### src/hw/rtl/crsq_pkg.sv
package crsq_pkg;

    typedef enum logic [1:0]
    {
        OP_ADD  = 2'd0,
        OP_SEND = 2'd1,
        OP_ACK  = 2'd2,
        OP_NONE = 2'd3
    } op_t;

    typedef struct packed
    {
        logic [1:0]  operation;
        logic [15:0] node_addr;
        logic [7:0]  msg_kind;
        logic [7:0]  reading;
        logic [2:0]  slot_index;
        logic        link_connected;
    } in_item_t;

    typedef struct packed
    {
        logic        send_valid;
        logic [2:0]  send_slot;
        logic [15:0] send_addr;
        logic [7:0]  send_kind;
        logic [7:0]  send_reading;
        logic [2:0]  add_slot;
        logic        add_merged;
        logic        add_evicted;
        logic        ack_matched;
    } out_item_t;

endpackage

### src/hw/rtl/crsq_front.sv
module crsq_front
(
    input  logic                clk,
    input  logic                rst_n,
    input  logic                in_valid,
    output logic                in_ready,
    input  crsq_pkg::in_item_t  in_item,
    output logic                q_valid,
    input  logic                q_ready,
    output crsq_pkg::in_item_t  q_item
);
    import crsq_pkg::*;

    // two-entry queue between intake and execution
    in_item_t   buf_reg [2];
    logic       wr_ptr_reg;
    logic       rd_ptr_reg;
    logic [1:0] count_reg;
    logic       push;
    logic       pop;

    assign in_ready = (count_reg != 2'd2);
    assign q_valid  = (count_reg != 2'd0);
    assign q_item   = buf_reg[rd_ptr_reg];
    assign push     = in_valid && in_ready;
    assign pop      = q_valid && q_ready;

    // payload store
    always_ff @(posedge clk)
    begin
        if (push)
        begin
            buf_reg[wr_ptr_reg] <= in_item;
        end
    end

    // pointers and fill level
    always_ff @(posedge clk or negedge rst_n)
    begin
        if (!rst_n)
        begin
            wr_ptr_reg <= 1'b0;
            rd_ptr_reg <= 1'b0;
            count_reg  <= 2'd0;
        end
        else
        begin
            if (push)
            begin
                wr_ptr_reg <= ~wr_ptr_reg;
            end
            if (pop)
            begin
                rd_ptr_reg <= ~rd_ptr_reg;
            end
            case ({push, pop})
                2'b10:   count_reg <= count_reg + 2'd1;
                2'b01:   count_reg <= count_reg - 2'd1;
                default: count_reg <= count_reg;
            endcase
        end
    end

endmodule

### src/hw/rtl/crsq_back.sv
module crsq_back
#(
    parameter int QUEUE_SLOTS = 8
)
(
    input  logic                clk,
    input  logic                rst_n,
    input  logic                q_valid,
    output logic                q_ready,
    input  crsq_pkg::in_item_t  q_item,
    output logic                out_valid,
    input  logic                out_ready,
    output crsq_pkg::out_item_t out_item
);
    import crsq_pkg::*;

    localparam int IW = (QUEUE_SLOTS > 1) ? $clog2(QUEUE_SLOTS) : 1;

    typedef enum logic [1:0]
    {
        ST_IDLE,
        ST_SCAN,
        ST_FINISH,
        ST_OUT
    } state_t;

    state_t          state_reg;
    in_item_t        cur_reg;
    out_item_t       res_reg;
    logic [IW:0]     k_reg;
    logic [IW-1:0]   last_free_reg;
    logic            hit_reg;
    logic [IW-1:0]   hit_slot_reg;
    logic            found_reg;
    logic [IW-1:0]   found_slot_reg;
    logic [IW-1:0]   ins_cur_reg;
    logic [IW-1:0]   snd_cur_reg;
    logic [QUEUE_SLOTS-1:0] full_reg;

    logic [15:0] mem_addr [QUEUE_SLOTS];
    logic [7:0]  mem_kind [QUEUE_SLOTS];
    logic [7:0]  mem_val  [QUEUE_SLOTS];

    logic [IW-1:0] base;
    logic [IW:0]   sum;
    logic [IW-1:0] s_idx;
    logic [IW-1:0] add_tgt;
    logic [IW:0]   add_sum;
    logic          ack_in_range;
    logic [IW-1:0] ack_idx;

    function automatic logic [IW-1:0] wrap(input logic [IW:0] v);
        logic [IW:0] r;
        r = (v >= (IW+1)'(QUEUE_SLOTS)) ? v - (IW+1)'(QUEUE_SLOTS) : v;
        return r[IW-1:0];
    endfunction

    // current scan slot, one per cycle
    assign base    = (op_t'(cur_reg.operation) == OP_ADD) ? ins_cur_reg : snd_cur_reg;
    assign sum     = {1'b0, base} + k_reg;
    assign s_idx   = wrap(sum);
    assign add_sum = {1'b0, ins_cur_reg} + {1'b0, last_free_reg};
    assign add_tgt = hit_reg ? hit_slot_reg : wrap(add_sum);
    assign ack_in_range = ({{(IW+3){1'b0}}, cur_reg.slot_index} < (IW+6)'(QUEUE_SLOTS));
    assign ack_idx = IW'(cur_reg.slot_index);

    assign q_ready   = (state_reg == ST_IDLE);
    assign out_valid = (state_reg == ST_OUT);
    assign out_item  = res_reg;

    // slot payload memory
    always_ff @(posedge clk)
    begin
        if (state_reg == ST_FINISH && op_t'(cur_reg.operation) == OP_ADD)
        begin
            mem_val[add_tgt] <= cur_reg.reading;
            if (!hit_reg)
            begin
                mem_addr[add_tgt] <= cur_reg.node_addr;
                mem_kind[add_tgt] <= cur_reg.msg_kind;
            end
        end
    end

    // sequencer
    always_ff @(posedge clk or negedge rst_n)
    begin
        if (!rst_n)
        begin
            state_reg   <= ST_IDLE;
            full_reg    <= '0;
            ins_cur_reg <= '0;
            snd_cur_reg <= '0;
            k_reg       <= '0;
            hit_reg     <= 1'b0;
            found_reg   <= 1'b0;
            last_free_reg  <= '0;
            hit_slot_reg   <= '0;
            found_slot_reg <= '0;
            cur_reg     <= '0;
            res_reg     <= '0;
        end
        else
        begin
            unique case (state_reg)
                ST_IDLE:
                begin
                    if (q_valid)
                    begin
                        cur_reg       <= q_item;
                        k_reg         <= '0;
                        hit_reg       <= 1'b0;
                        found_reg     <= 1'b0;
                        last_free_reg <= '0;
                        res_reg       <= '0;
                        state_reg     <= ST_SCAN;
                    end
                end
                ST_SCAN:
                begin
                    if (op_t'(cur_reg.operation) == OP_ADD
                        || (op_t'(cur_reg.operation) == OP_SEND && cur_reg.link_connected))
                    begin
                        if (op_t'(cur_reg.operation) == OP_ADD)
                        begin
                            if (!full_reg[s_idx])
                            begin
                                last_free_reg <= k_reg[IW-1:0];
                            end
                            else if (mem_addr[s_idx] == cur_reg.node_addr
                                     && mem_kind[s_idx] == cur_reg.msg_kind)
                            begin
                                hit_reg      <= 1'b1;
                                hit_slot_reg <= s_idx;
                                state_reg    <= ST_FINISH;
                            end
                        end
                        else if (full_reg[s_idx])
                        begin
                            found_reg      <= 1'b1;
                            found_slot_reg <= s_idx;
                            state_reg      <= ST_FINISH;
                        end
                        if (k_reg == (IW+1)'(QUEUE_SLOTS - 1))
                        begin
                            state_reg <= ST_FINISH;
                        end
                        k_reg <= k_reg + (IW+1)'(1);
                    end
                    else
                    begin
                        state_reg <= ST_FINISH;
                    end
                end
                ST_FINISH:
                begin
                    state_reg <= ST_OUT;
                    case (op_t'(cur_reg.operation))
                        OP_ADD:
                        begin
                            res_reg.add_slot   <= 3'(add_tgt);
                            res_reg.add_merged <= hit_reg;
                            if (!hit_reg)
                            begin
                                res_reg.add_evicted <= full_reg[add_tgt];
                                full_reg[add_tgt]   <= 1'b1;
                                ins_cur_reg <= wrap({1'b0, ins_cur_reg} + (IW+1)'(1));
                            end
                        end
                        OP_SEND:
                        begin
                            if (cur_reg.link_connected)
                            begin
                                if (found_reg)
                                begin
                                    res_reg.send_valid   <= 1'b1;
                                    res_reg.send_slot    <= 3'(found_slot_reg);
                                    res_reg.send_addr    <= mem_addr[found_slot_reg];
                                    res_reg.send_kind    <= mem_kind[found_slot_reg];
                                    res_reg.send_reading <= mem_val[found_slot_reg];
                                    snd_cur_reg <= wrap({1'b0, found_slot_reg} + (IW+1)'(1));
                                end
                                else
                                begin
                                    snd_cur_reg <= wrap({1'b0, snd_cur_reg} + (IW+1)'(1));
                                end
                            end
                        end
                        OP_ACK:
                        begin
                            if (ack_in_range)
                            begin
                                res_reg.ack_matched <= full_reg[ack_idx]
                                    && mem_kind[ack_idx] == cur_reg.msg_kind
                                    && mem_addr[ack_idx] == cur_reg.node_addr;
                                full_reg[ack_idx] <= 1'b0;
                            end
                        end
                        default:
                        begin
                        end
                    endcase
                end
                ST_OUT:
                begin
                    if (out_ready)
                    begin
                        state_reg <= ST_IDLE;
                    end
                end
                default: state_reg <= ST_IDLE;
            endcase
        end
    end

endmodule

### src/hw/rtl/coalescing_retransmit_slot_queue.sv
// channel | direction | handshake            | payload
// input   | in        | in_valid / in_ready  | in_item  (crsq_pkg::in_item_t)
// output  | out       | out_valid / out_ready| out_item (crsq_pkg::out_item_t)
//
// one item at a time in the executor: idle, scan, finish, then output, with
// at least one scan step and at most QUEUE_SLOTS, set by the one-slot-a-cycle scan
// a two-item input queue keeps taking items while a result waits
// reset clears occupancy flags and both cursors at once; slot data is undefined
// a stalled result holds the executor; the input queue fills then stalls
module coalescing_retransmit_slot_queue
#(
    parameter int QUEUE_SLOTS = 8
)
(
    input  logic                clk,
    input  logic                rst_n,
    input  logic                in_valid,
    output logic                in_ready,
    input  crsq_pkg::in_item_t  in_item,
    output logic                out_valid,
    input  logic                out_ready,
    output crsq_pkg::out_item_t out_item
);
    import crsq_pkg::*;

    logic     q_valid;
    logic     q_ready;
    in_item_t q_item;

    // intake queue
    crsq_front u_front
    (
        .clk      (clk),
        .rst_n    (rst_n),
        .in_valid (in_valid),
        .in_ready (in_ready),
        .in_item  (in_item),
        .q_valid  (q_valid),
        .q_ready  (q_ready),
        .q_item   (q_item)
    );

    // executor
    crsq_back #(.QUEUE_SLOTS(QUEUE_SLOTS)) u_back
    (
        .clk       (clk),
        .rst_n     (rst_n),
        .q_valid   (q_valid),
        .q_ready   (q_ready),
        .q_item    (q_item),
        .out_valid (out_valid),
        .out_ready (out_ready),
        .out_item  (out_item)
    );

`ifndef SYNTHESIS
    // a result never claims both merge and eviction
    a_merge_evict: assert property (@(posedge clk) disable iff (!rst_n)
        out_valid |-> !(out_item.add_merged && out_item.add_evicted))
        else $error("merge and evict together");

    // a send result only carries data when valid
    a_send_zero: assert property (@(posedge clk) disable iff (!rst_n)
        (out_valid && !out_item.send_valid) |-> (out_item.send_addr == 16'd0))
        else $error("send data without send_valid");

    // stalled result stays put
    a_out_hold: assert property (@(posedge clk) disable iff (!rst_n)
        (out_valid && !out_ready) |=> (out_valid && $stable(out_item)))
        else $error("result changed while stalled");
`endif

endmodule
### config.mk
export PLATFORM = sky130hd
export DESIGN_NAME = coalescing_retransmit_slot_queue
export DESIGN_NICKNAME = d
export VERILOG_FILES = /design/src/hw/rtl/crsq_pkg.sv /design/src/hw/rtl/crsq_front.sv /design/src/hw/rtl/crsq_back.sv /design/src/hw/rtl/coalescing_retransmit_slot_queue.sv
export SDC_FILE = /design/constraint.sdc
export NUM_CORES = 1
export LEC_CHECK = 0
export BUFFER_PORTS_ARGS = -buffer_cell sky130_fd_sc_hd__buf_2
export CELL_PAD_IN_SITES_DETAIL_PLACEMENT = 1
export CELL_PAD_IN_SITES_GLOBAL_PLACEMENT = 1
export CORE_UTILIZATION = 48
export CTS_BUF_LIST = sky130_fd_sc_hd__clkbuf_16
export CTS_CLUSTER_DIAMETER = 60
export DETAILED_ROUTE_END_ITERATION = 10
export PLACE_DENSITY_LB_ADDON = 0.1
export SYNTH_ARGS = -nofsm -noshare
export SYNTH_HDL_FRONTEND = slang
export SYNTH_SLANG_ARGS = --single-unit
### constraint.sdc
create_clock -name clk -period 4.56 [get_ports clk]
set_input_delay 0.456 -clock clk [delete_from_list [all_inputs] [get_ports clk]]
set_output_delay 0.456 -clock clk [all_outputs]
set_load 0.01 [all_outputs]
## Word level (Yosys, flattened, before mapping)

Memory sizes are Yosys's and may differ from the RTL's. A register that Yosys moved wholly into a read port is not among the register bits.
Cells that the tools add are included.

| storage, ports and cells | value |
|---|---|
| register bits | 77 |
| RAM bits | 332 |
| input bits | 42 |
| output and inout bits | 44 |
| logic and storage cells | 182 |
| memories | 4 |

Memory list:

| name | depth | width | rd ports | clocked after Yosys merged registers in | write ports | line | text |
|---|---|---|---|---|---|---|---|
| u_back.mem_addr | 8 | 16 | 3 | 0 | 1 | crsq_back.sv:40 | `logic [15:0] mem_addr [QUEUE_SLOTS];` |
| u_front.buf_reg | 2 | 38 | 1 | 1 | 1 | crsq_front.sv:15 | `in_item_t buf_reg [2];` |
| u_back.mem_kind | 8 | 8 | 3 | 0 | 1 | crsq_back.sv:41 | `logic [7:0] mem_kind [QUEUE_SLOTS];` |
| u_back.mem_val | 8 | 8 | 1 | 0 | 1 | crsq_back.sv:42 | `logic [7:0] mem_val [QUEUE_SLOTS];` |

| operators by class | value |
|---|---|
| add/subtract/negate cells | 13 |
| magnitude comparators | 10 |
| equal/unequal tests | 30 |
| mux-type cells | 63 |
| bitwise gates (word level) | 7 |
| reduce and logical (&&, ||, !) cells | 33 |

Operator list:

| operator | number |
|---|---|
| $mux 36 | 3 |
| $pmux 42 s2 | 1 |
| $mux 42 | 1 |
| $mux 3 | 12 |
| $eq 16x16->1 | 2 |
| $mux 1 | 22 |
| $ge 4x4->1 const B | 5 |
| $reduce_and 5->1 | 4 |
| $ne 2x1->1 const B | 9 |
| $reduce_and 3->1 | 6 |
| $eq 8x8->1 | 2 |
| $mux 2 | 8 |
| $pmux 8 s2 | 1 |
| $sub 3x1->3 const B | 5 |
| $ne 2x2->1 const B | 7 |
| $add 3x1->4 const B | 3 |
| $lt 3x4->1 const B | 3 |
| $reduce_and 4->1 | 3 |
| $reduce_bool 2->1 | 5 |
| $bmux 1 s3 | 3 |
| $logic_and 1x1->1 | 9 |
| $and 8x8->8 | 1 |
| $eq 2x2->1 const B | 4 |
| $mux 4 | 2 |
| 26 further kinds | 35 |

## Longest topological paths before layout

Gate-level depths: netlist of the first run.
An unclocked memory read counts as a cell.

| depth | value |
|---|---|
| depth after elaboration | 14 |
| depth in mapped cells | 18 |
| depth with buffers taken out | 14 |

## Cells and area by module

A second synthesis of the first run with hierarchy kept.

| second synthesis, totals | value |
|---|---|
| cells, all modules | 1347 |
| area, all modules | 21249.1 µm² |

By module, submodules not included:

| module | instances | cells an instance | area each (µm²) | sequential area each (µm²) |
|---|---|---|---|---|
| crsq_back | 1 | 1212 | 18265.0 | 10465.0 |
| crsq_front | 1 | 135 | 2984.1 | 2382.3 |

## Worst setup path before layout of the first run

Ideal clock, no wire load.

| timing path | value |
|---|---|
| path type | reg2reg |
| start point | reg u_back.cur_reg[36] (netlist name) |
| end point | reg u_back.hit_slot_reg[0] |
| setup time | 128 ps |
| arrival time | 3903 ps |
| required time | 4432 ps |
| path slack | 529 ps |
| cell stages (with the launch flop) | 16 |
| buffers on the path | 3 |
| period minus slack after synthesis | 4031 ps |
| path through | dfrtp_1 > clkbuf_8 > nor2_1 > mux2_2 > ha_1 > inv_1 > fa_1 > buf_2 > clkbuf_4 > mux4_2 > or3_1 > a221oi_1 > nor2_1 > nor4_4 > nand4_2 > mux2_1 |

| on the way | value |
|---|---|
| word-level cells in the longest chain between the ends | 9 |
| elaborated cells between the ends (all ways) | 17 |
| those cells by class | add/sub: 2; order compare: 1; eq/ne: 3; mux: 4; reduce/logical: 5; memory: 2 |

Ends and longest elaborated chain:

| what | line | text |
|---|---|---|
| start, declared | crsq_back.sv:28 | `in_item_t cur_reg;` |
| start signal, assigned | crsq_back.sv:110 | `cur_reg <= q_item;` |
| $logic_not 2->1 | crsq_back.sv:59, crsq_back.sv:121, crsq_back.sv:124 |  |
| $mux 3 | crsq_back.sv:59 | `assign base = (op_t'(cur_reg.operation) == OP_ADD) ? ins_cur_reg : snd_cur_reg;` |
| $add 3x4->4 | crsq_back.sv:60 | `assign sum = {1'b0, base} + k_reg;` |
| $ge 4x4->1 / $sub 3x1->3 (equally long branches) | crsq_back.sv:54 | `r = (v >= (IW+1)'(QUEUE_SLOTS)) ? v - (IW+1)'(QUEUE_SLOTS) : v;` |
| $mux 3 | crsq_back.sv:54 |  |
| $mem_v2 8x16 / $mem_v2 8x8 (equally long branches) | - |  |
| $eq 16x16->1 / $eq 8x8->1 (equally long branches) | crsq_back.sv:130, crsq_back.sv:131 |  |
| $logic_and 1x1->1 | crsq_back.sv:131 | `&& mem_kind[s_idx] == cur_reg.msg_kind)` |
| $reduce_and 5->1 (no source line) | - |  |
| end signal, assigned | crsq_back.sv:134 | `hit_slot_reg <= s_idx;` |
| end, declared | crsq_back.sv:33 | `logic [IW-1:0] hit_slot_reg;` |

Parallel ways exist; a longest one is shown, timed or not. The select of a mux whose other input is x is not followed.
A chain may end at the register's enable or synchronous reset.

## Final worst setup path of the first run

| timing path | value |
|---|---|
| start point | reg u_back.cur_reg[37] (netlist name) |
| end point | reg u_back.hit_slot_reg[0] |

The elaborated chain is that of the path after synthesis.

==> results of run 1 <==
-- logic make-up after synthesis --
| kind of cell | synth area share |
|---|---|
| flip-flops | 0.600 |
| AND/OR/NAND/NOR | 0.0630 |
| multiplexers | 0.198 |
| AO/OA/AOI/OAI | 0.0825 |
| buffers and inverters | 0.0292 |
| XOR/XNOR | 0.0184 |
| adder cells (fa/ha/maj) | 0.00830 |
-- report_power, final --
part           leakage [nW]  internal, W  total, W  switching [W]
clock network         0.866      0.00231   0.00405        0.00174
registers              4.53      0.00538   0.00654        0.00116
logic                  3.59      0.00362   0.00863        0.00501
total                  8.99       0.0113    0.0192        0.00791
-- layout make-up --
class                   instances  area (um^2)
repair buffers                166         1120
clock inverters                45          372
well taps                     585          732
clock buffers                  53         1330
fillers                      4208        19000
flip-flops and latches        447        12900
multi-input cells             899         7980
inverters                      30          118
-- cells in the mapped netlist (5+ instances only) --
cell type | instances | area share
edfxtp_1 | 332 | 0.47
nand2_1 | 148 | 0.026
mux2i_1 | 144 | 0.067
o21ai_0 | 125 | 0.029
dfrtp_1 | 115 | 0.13
mux4_2 | 106 | 0.11
nor2_1 | 65 | 0.011
clkbuf_1 | 50 | 0.0088
a221oi_1 | 30 | 0.012
inv_1 | 28 | 0.0049
xnor2_1 | 27 | 0.011
a21oi_1 | 22 | 0.0051
buf_1 | 21 | 0.0037
mux2_2 | 20 | 0.011
xor2_1 | 16 | 0.0065
a22oi_1 | 14 | 0.0049
nand3_1 | 14 | 0.0033
nor2b_1 | 12 | 0.0035
ha_1 | 11 | 0.0064
nor3_1 | 11 | 0.0026
a22o_1 | 10 | 0.0041
o22ai_1 | 10 | 0.0029
buf_2 | 7 | 0.0016
nand2b_1 | 7 | 0.0020
nand4_1 | 7 | 0.0020
nor4_1 | 7 | 0.0020
mux4_1 | 5 | 0.0061
or3_1 | 5 | 0.0015
-- per-layer routing --
layer  share of wire  GRT usage
met5               0          0
met4           0.024     0.0872
met3           0.075     0.0469
met2            0.46      0.455
met1            0.44      0.414
-- worst reg2reg max path: cells and delay by family (launching register included) --
| family | cells | cell delay, ns |
|---|---|---|
| mux | 3 | 0.86 |
| flops | 1 | 0.40 |
| compound gates | 1 | 0.36 |
| simple gates | 5 | 1.57 |
| buf+inv | 2 | 0.42 |
| fa+ha+maj | 1 | 0.69 |
-- how the worst max path moves through the flow --
| stage | from | to | cells past startpoint | slack [ns] |
|---|---|---|---|---|
| 3_3_place_gp | u_back.cur_reg[37]$_DFFE_PN0P_ | u_back.state_reg[1]$_DFFE_PN0P_ | 13 | 0.30 |
| 3_5_place_dp | u_back.cur_reg[37]$_DFFE_PN0P_ | u_back.hit_slot_reg[0]$_DFFE_PN0P_ | 12 | 0.24 |
| 5_1_grt | u_back.cur_reg[36]$_DFFE_PN0P_ | u_back.hit_slot_reg[0]$_DFFE_PN0P_ | 16 | 0.03 |
| 2_1_floorplan | u_back.cur_reg[36]$_DFFE_PN0P_ | u_back.hit_slot_reg[0]$_DFFE_PN0P_ | 15 | 0.53 |
| 4_1_cts | u_back.cur_reg[37]$_DFFE_PN0P_ | u_back.hit_slot_reg[0]$_DFFE_PN0P_ | 12 | 0.17 |
| 6_report | u_back.cur_reg[37]$_DFFE_PN0P_ | u_back.hit_slot_reg[0]$_DFFE_PN0P_ | 12 | 0.12 |
-- through the flow --
| step | setup slack (ns) | power, W |
|---|---|---|
| 2_1_floorplan | 0.529 | 0.0123 |
| 3_3_place_gp | 0.297 | 0.0149 |
| 3_5_place_dp | 0.236 | 0.0151 |
| 4_1_cts | 0.167 | 0.0192 |
| 5_1_grt | 0.0346 | 0.0201 |
| 6_report | 0.120 | 0.0192 |
-- repair_timing --
item                                   4_1_cts  5_1_grt
setup endpoints to repair                    0        0
endpoints found under the hold margin      114        0
hold buffers                                18        0
buffers inserted                             0        0
==> impl_metrics.tcl, run 1 <==
set metrics [dict create \
    status "finished, final reports clean" \
    ios 86 \
    dp_cells 2109 \
    drc 0 \
    design_area_um2 24500 \
    syn_to_final_growth_pct 14.5 \
    cts_tree "yes" \
    max_stage_delay_ns 0.69 \
    grt_pass1_vias 14600 \
    avgRoutedWirePerCell_um 28.6 \
    slew_headroom 0.279 \
    cts_resized 0 \
    synth-main-ff-cell "edfxtp_1" \
    rsz0062_at_grt "false" \
    holdCritPathClass "primary input to register" \
    ys_seq_area_frac 0.600 \
    ys_seq_elements 447 \
    grt.total_usage 0.289 \
    skew_ns 0.0204 \
    overflow 0 \
    synth_cell_type_count 80 \
    largest_reg_flops 128 \
    first_iter_violations 1505 \
    start_kind "register" \
    grt_antenna_before_repair 0 \
    final_nets 1651 \
    fp-row-count 76 \
    via_count 14000 \
    drv_cap 0 \
    layout_common_cells "edfxtp_1, nand2_1, mux2i_1" \
    min_from "in_item[14]" \
    ys_warn_count 0 \
    diodes 0 \
    irDropWorstVdd_mv 0.391 \
    clockBufferDepth 3 \
    rrSetupSlack_ns 0.12 \
    die_h_um 213 \
    maxSlewViolCount 0 \
    finish.utilization 0.563 \
    async_reset_ff_frac 0.257 \
    worstReg2RegEnd "u_back.hit_slot_reg[0]$_DFFE_PN0P_" \
    critPathArrivalTime_ns 4.93 \
    grt_max_degree 83 \
    critical_path_required_ns 5.04 \
    end_kind "register" \
    whs_path_depth 1 \
    clk_pin_slew_ns 0.06 \
    syn_area_um2 21400 \
    crit_type "register to register" \
    hpwl_um 44100 \
    clock-root-buffer "clkbuf_16" \
    post_drt_via_cell_ratio 6.30 \
    synth_edf_count 332 \
    path_cells "buf_4, or2_2, mux2i_1, fa_2, buf_4, mux4_2, or3_1, a221oi_1, nor2_1, nor4_4, nand4_2, mux2_1" \
    globalplace.congestion 0.971 \
    drt_first_pass_iters 7 \
    min_period_over_period 0.974 \
    fin_setup_tns_ns 0 \
    leakage_nw 8.99 \
    cts_sinks 447 \
    rr_startpoint "u_back.cur_reg[37]$_DFFE_PN0P_" \
    fp.coreArea_um2 43600 \
    dieArea_um2 45400 \
    hold_ws_ns 0.0307 \
    drive_above_1_share 0.238 \
    cts_max_level 2 \
    cp_max_fo 11 \
    hold_violations 0 \
    worst_pin_slew_ns 1.08 \
    syn_inst 1470 \
    path_common_cell "buf_4" \
    grt_pass1_wl_um 95200 \
    clk_latency_ns 0.62 \
    portBuffers 85 \
    stdcell_count 2225 \
    post_dp_cell_area_um2 22600 \
    final_common_cell "edfxtp_1" \
    syn_area_per_cell_um2 14.6 \
    die_w_um 213 \
    setup_viol_count_final 0 \
    fin_crit_ns 4.44 \
    crit_buf_inv 2 \
    cpLargestDelayFamily "simple AND/OR/NAND/NOR gates" \
    cts_buffers 52 \
    r2r_cells 12 \
    routed_wl_um 63700 \
    power-per-cell-area_nw_per_um2 784 \
    crit_slowest_cell "fa_2" \
    drtAntennaViolNets 0 \
    synthesis.nets 1525 \
    start_util 0.491 \
    fmax_ghz 0.225 \
    worstHoldEndpoint "u_front.buf_reg[0][14]$_DFFE_PP_" \
]
Power figures use the tool's default switching activity.
==> run 2, diff against run 1 <==
CORE_UTILIZATION = 40   (was 48)
==> run 2 against run 1 <==
Sequential share of layout area hardly changed. Clock power is 3% higher. Worst setup slack better by 0.11 ns. Cell area is essentially flat. First-iteration DRC count fell by 23%. Non-clock buffer count decreased by 18. Sequential power about the same. Maximum frequency rose by 2.5%. Flip-flop and latch count is the same. Critical path type unchanged.
==> impl_metrics.tcl, run 2 (synthesis gave the netlist of run 1 again) <==
set metrics [dict create \
    status "finished, final reports clean" \
    cts_tree "yes" \
    layout_common_cells "edfxtp_1, nand2_1, mux2i_1" \
    grt.total_usage 0.246 \
    rsz0062_at_grt "false" \
    leakage_nw 8.93 \
    drv_cap 0 \
    grt_antenna_before_repair 0 \
    critPathArrivalTime_ns 4.83 \
    end_kind "register" \
    final_common_cell "edfxtp_1" \
    clockBufferDepth 3 \
    first_iter_violations 1153 \
    fin_setup_tns_ns 0 \
    grt_max_degree 82 \
    drt_first_pass_iters 5 \
    worst_pin_slew_ns 1.16 \
    fmax_ghz 0.231 \
    largest_reg_flops 128 \
    crit_type "register to register" \
    power-per-cell-area_nw_per_um2 797 \
    start_kind "register" \
    hold_ws_ns 0.0342 \
    via_count 13700 \
    globalplace.congestion 0.923 \
    drive_above_1_share 0.242 \
    cts_buffers 52 \
    seqPwrFrac 0.334 \
    post_drt_via_cell_ratio 5.94 \
    crit_buf_inv 2 \
    avgRoutedWirePerCell_um 28.3 \
    diodes 0 \
    cpLargestDelayFamily "compound AO/OA/AOI/OAI gates" \
    setup_viol_count_final 0 \
    clk_pin_slew_ns 0.06 \
    min_period_over_period 0.950 \
    clock-root-buffer "clkbuf_16" \
    holdCritPathClass "primary input to register" \
    critical_path_required_ns 5.06 \
    maxSlewViolCount 0 \
    cp_max_fo 20 \
    max_stage_delay_ns 0.73 \
    die_w_um 233 \
    die_h_um 233 \
    portBuffers 85 \
    clk_latency_ns 0.62 \
    stdcell_count 2310 \
    final_nets 1633 \
    path_cells "nor2_1, mux2_2, ha_4, inv_1, fa_2, buf_4, mux4_2, xor2_1, a2111oi_2, o221ai_2, nor4_4, nand3_2, a22o_1, a31o_1" \
    syn_to_final_growth_pct 14.6 \
    design_area_um2 24500 \
    fin_crit_ns 4.33 \
    p_sw_w 0.00804 \
    ios 86 \
    crit_slowest_cell "fa_2" \
    grt_pass1_wl_um 96400 \
    grt_pass1_vias 14100 \
    drc 0 \
    hold_violations 0 \
    post_dp_cell_area_um2 22700 \
    fp-row-count 84 \
    fp.coreArea_um2 52700 \
    p_total_w 0.0195 \
    slew_headroom 0.226 \
    hpwl_um 44600 \
    dp_cells 2205 \
    switching_share 0.411 \
    cts_sinks 447 \
    irDropWorstVdd_mv 0.487 \
    dieArea_um2 54400 \
    start_util 0.406 \
    skew_ns 0.0248 \
    p_comb_frac 0.452 \
    clock_power_share 0.214 \
    p_int_w 0.0115 \
    routed_wl_um 65400 \
    cts_max_level 2 \
    overflow 0 \
    drtAntennaViolNets 0 \
]
[run 2: changes by cell type in the layout (fill, tap and decap cells not counted), sizes merged]
cell         before  now
dlygate4sd3      18    2
buf             148  146
inv              43   47
bufinv            3    6
clkinvlp          1    3
clkbuf           53   52
clkinv           28   20
[run 2: worst register-to-register path: stages (launching register included)]
cell and delay (ns):
dfrtp_1 0.43, nor2_1 0.17, mux2_2 0.20, ha_4 0.12
inv_1 0.05, fa_2 0.73, buf_4 0.33, mux4_2 0.36
xor2_1 0.19, a2111oi_2 0.41, o221ai_2 0.18, nor4_4 0.47
nand3_2 0.19, a22o_1 0.23, a31o_1 0.18
[run 2: area by class of cell]
cell class | count | area (um^2)
fill | 5210 | 28100
multi-input combinational | 899 | 7990
tap | 688 | 861
inverter | 30 | 118
clock buffer | 52 | 1300
sequential | 447 | 12900
timing repair buffer | 148 | 972
clock inverter | 46 | 418
[run 2: power by group through the flow]
stage / registers, W / clock network (W) / logic, W
after floorplan: 0.00593 / 0 / 0.00634
after global placement: 0.00656 / 0 / 0.00864
after detailed placement: 0.00660 / 0 / 0.00875
after CTS: 0.00652 / 0.00429 / 0.00878
after global routing: 0.00664 / 0.00442 / 0.00944
final: 0.00653 / 0.00418 / 0.00884
[run 2: repair_timing]
action                                 in CTS  in global routing
endpoints found under the hold margin      82                  0
resized for setup                           0                  1
hold buffers                                2                  0
setup buffers                               0                  5
setup endpoints to repair                   0                  5
[run 2: metrics by stage]
| stage | utilization | setup slack (ns) |
|---|---|---|
| CTS | 0.465 | 0.0639 |
| global placement | 0.432 | 0.137 |
| global route | 0.466 | 0.0168 |
| finish | 0.466 | 0.227 |
| detailed placement | 0.432 | 0.0821 |
| floorplan | - | 0.529 |
[run 2: path summary, 6_finish.rpt]
path	start	to	slack, ns	cells past startpoint
min in group asynchronous	rst_n	u_back.snd_cur_reg[2]$_DFFE_PN0P_	0.50	2
min	in_item[5]	u_front.buf_reg[0][5]$_DFFE_PP_	0.03	1
max	u_back.cur_reg[36]$_DFFE_PN0P_	u_back.state_reg[1]$_DFFE_PN0P_	0.23	14
max reg2reg	u_back.cur_reg[36]$_DFFE_PN0P_	u_back.state_reg[1]$_DFFE_PN0P_	0.23	14
min reg2reg	u_back.out_item[26]$_DFFE_PN0P_	u_back.out_item[26]$_DFFE_PN0P_	0.47	2
max in group asynchronous	rst_n	u_back.ack_idx[1]$_DFFE_PN0P_	2.99	3
[run 2: layer usage]
layer / vias to the layer above / global-route usage / share of wire
li1: 5950 / - / -
met5: - / 0 / 0
met4: 0 / 0.0833 / 0.030
met2: 469 / 0.375 / 0.46
met3: 122 / 0.0419 / 0.059
met1: 7176 / 0.355 / 0.46
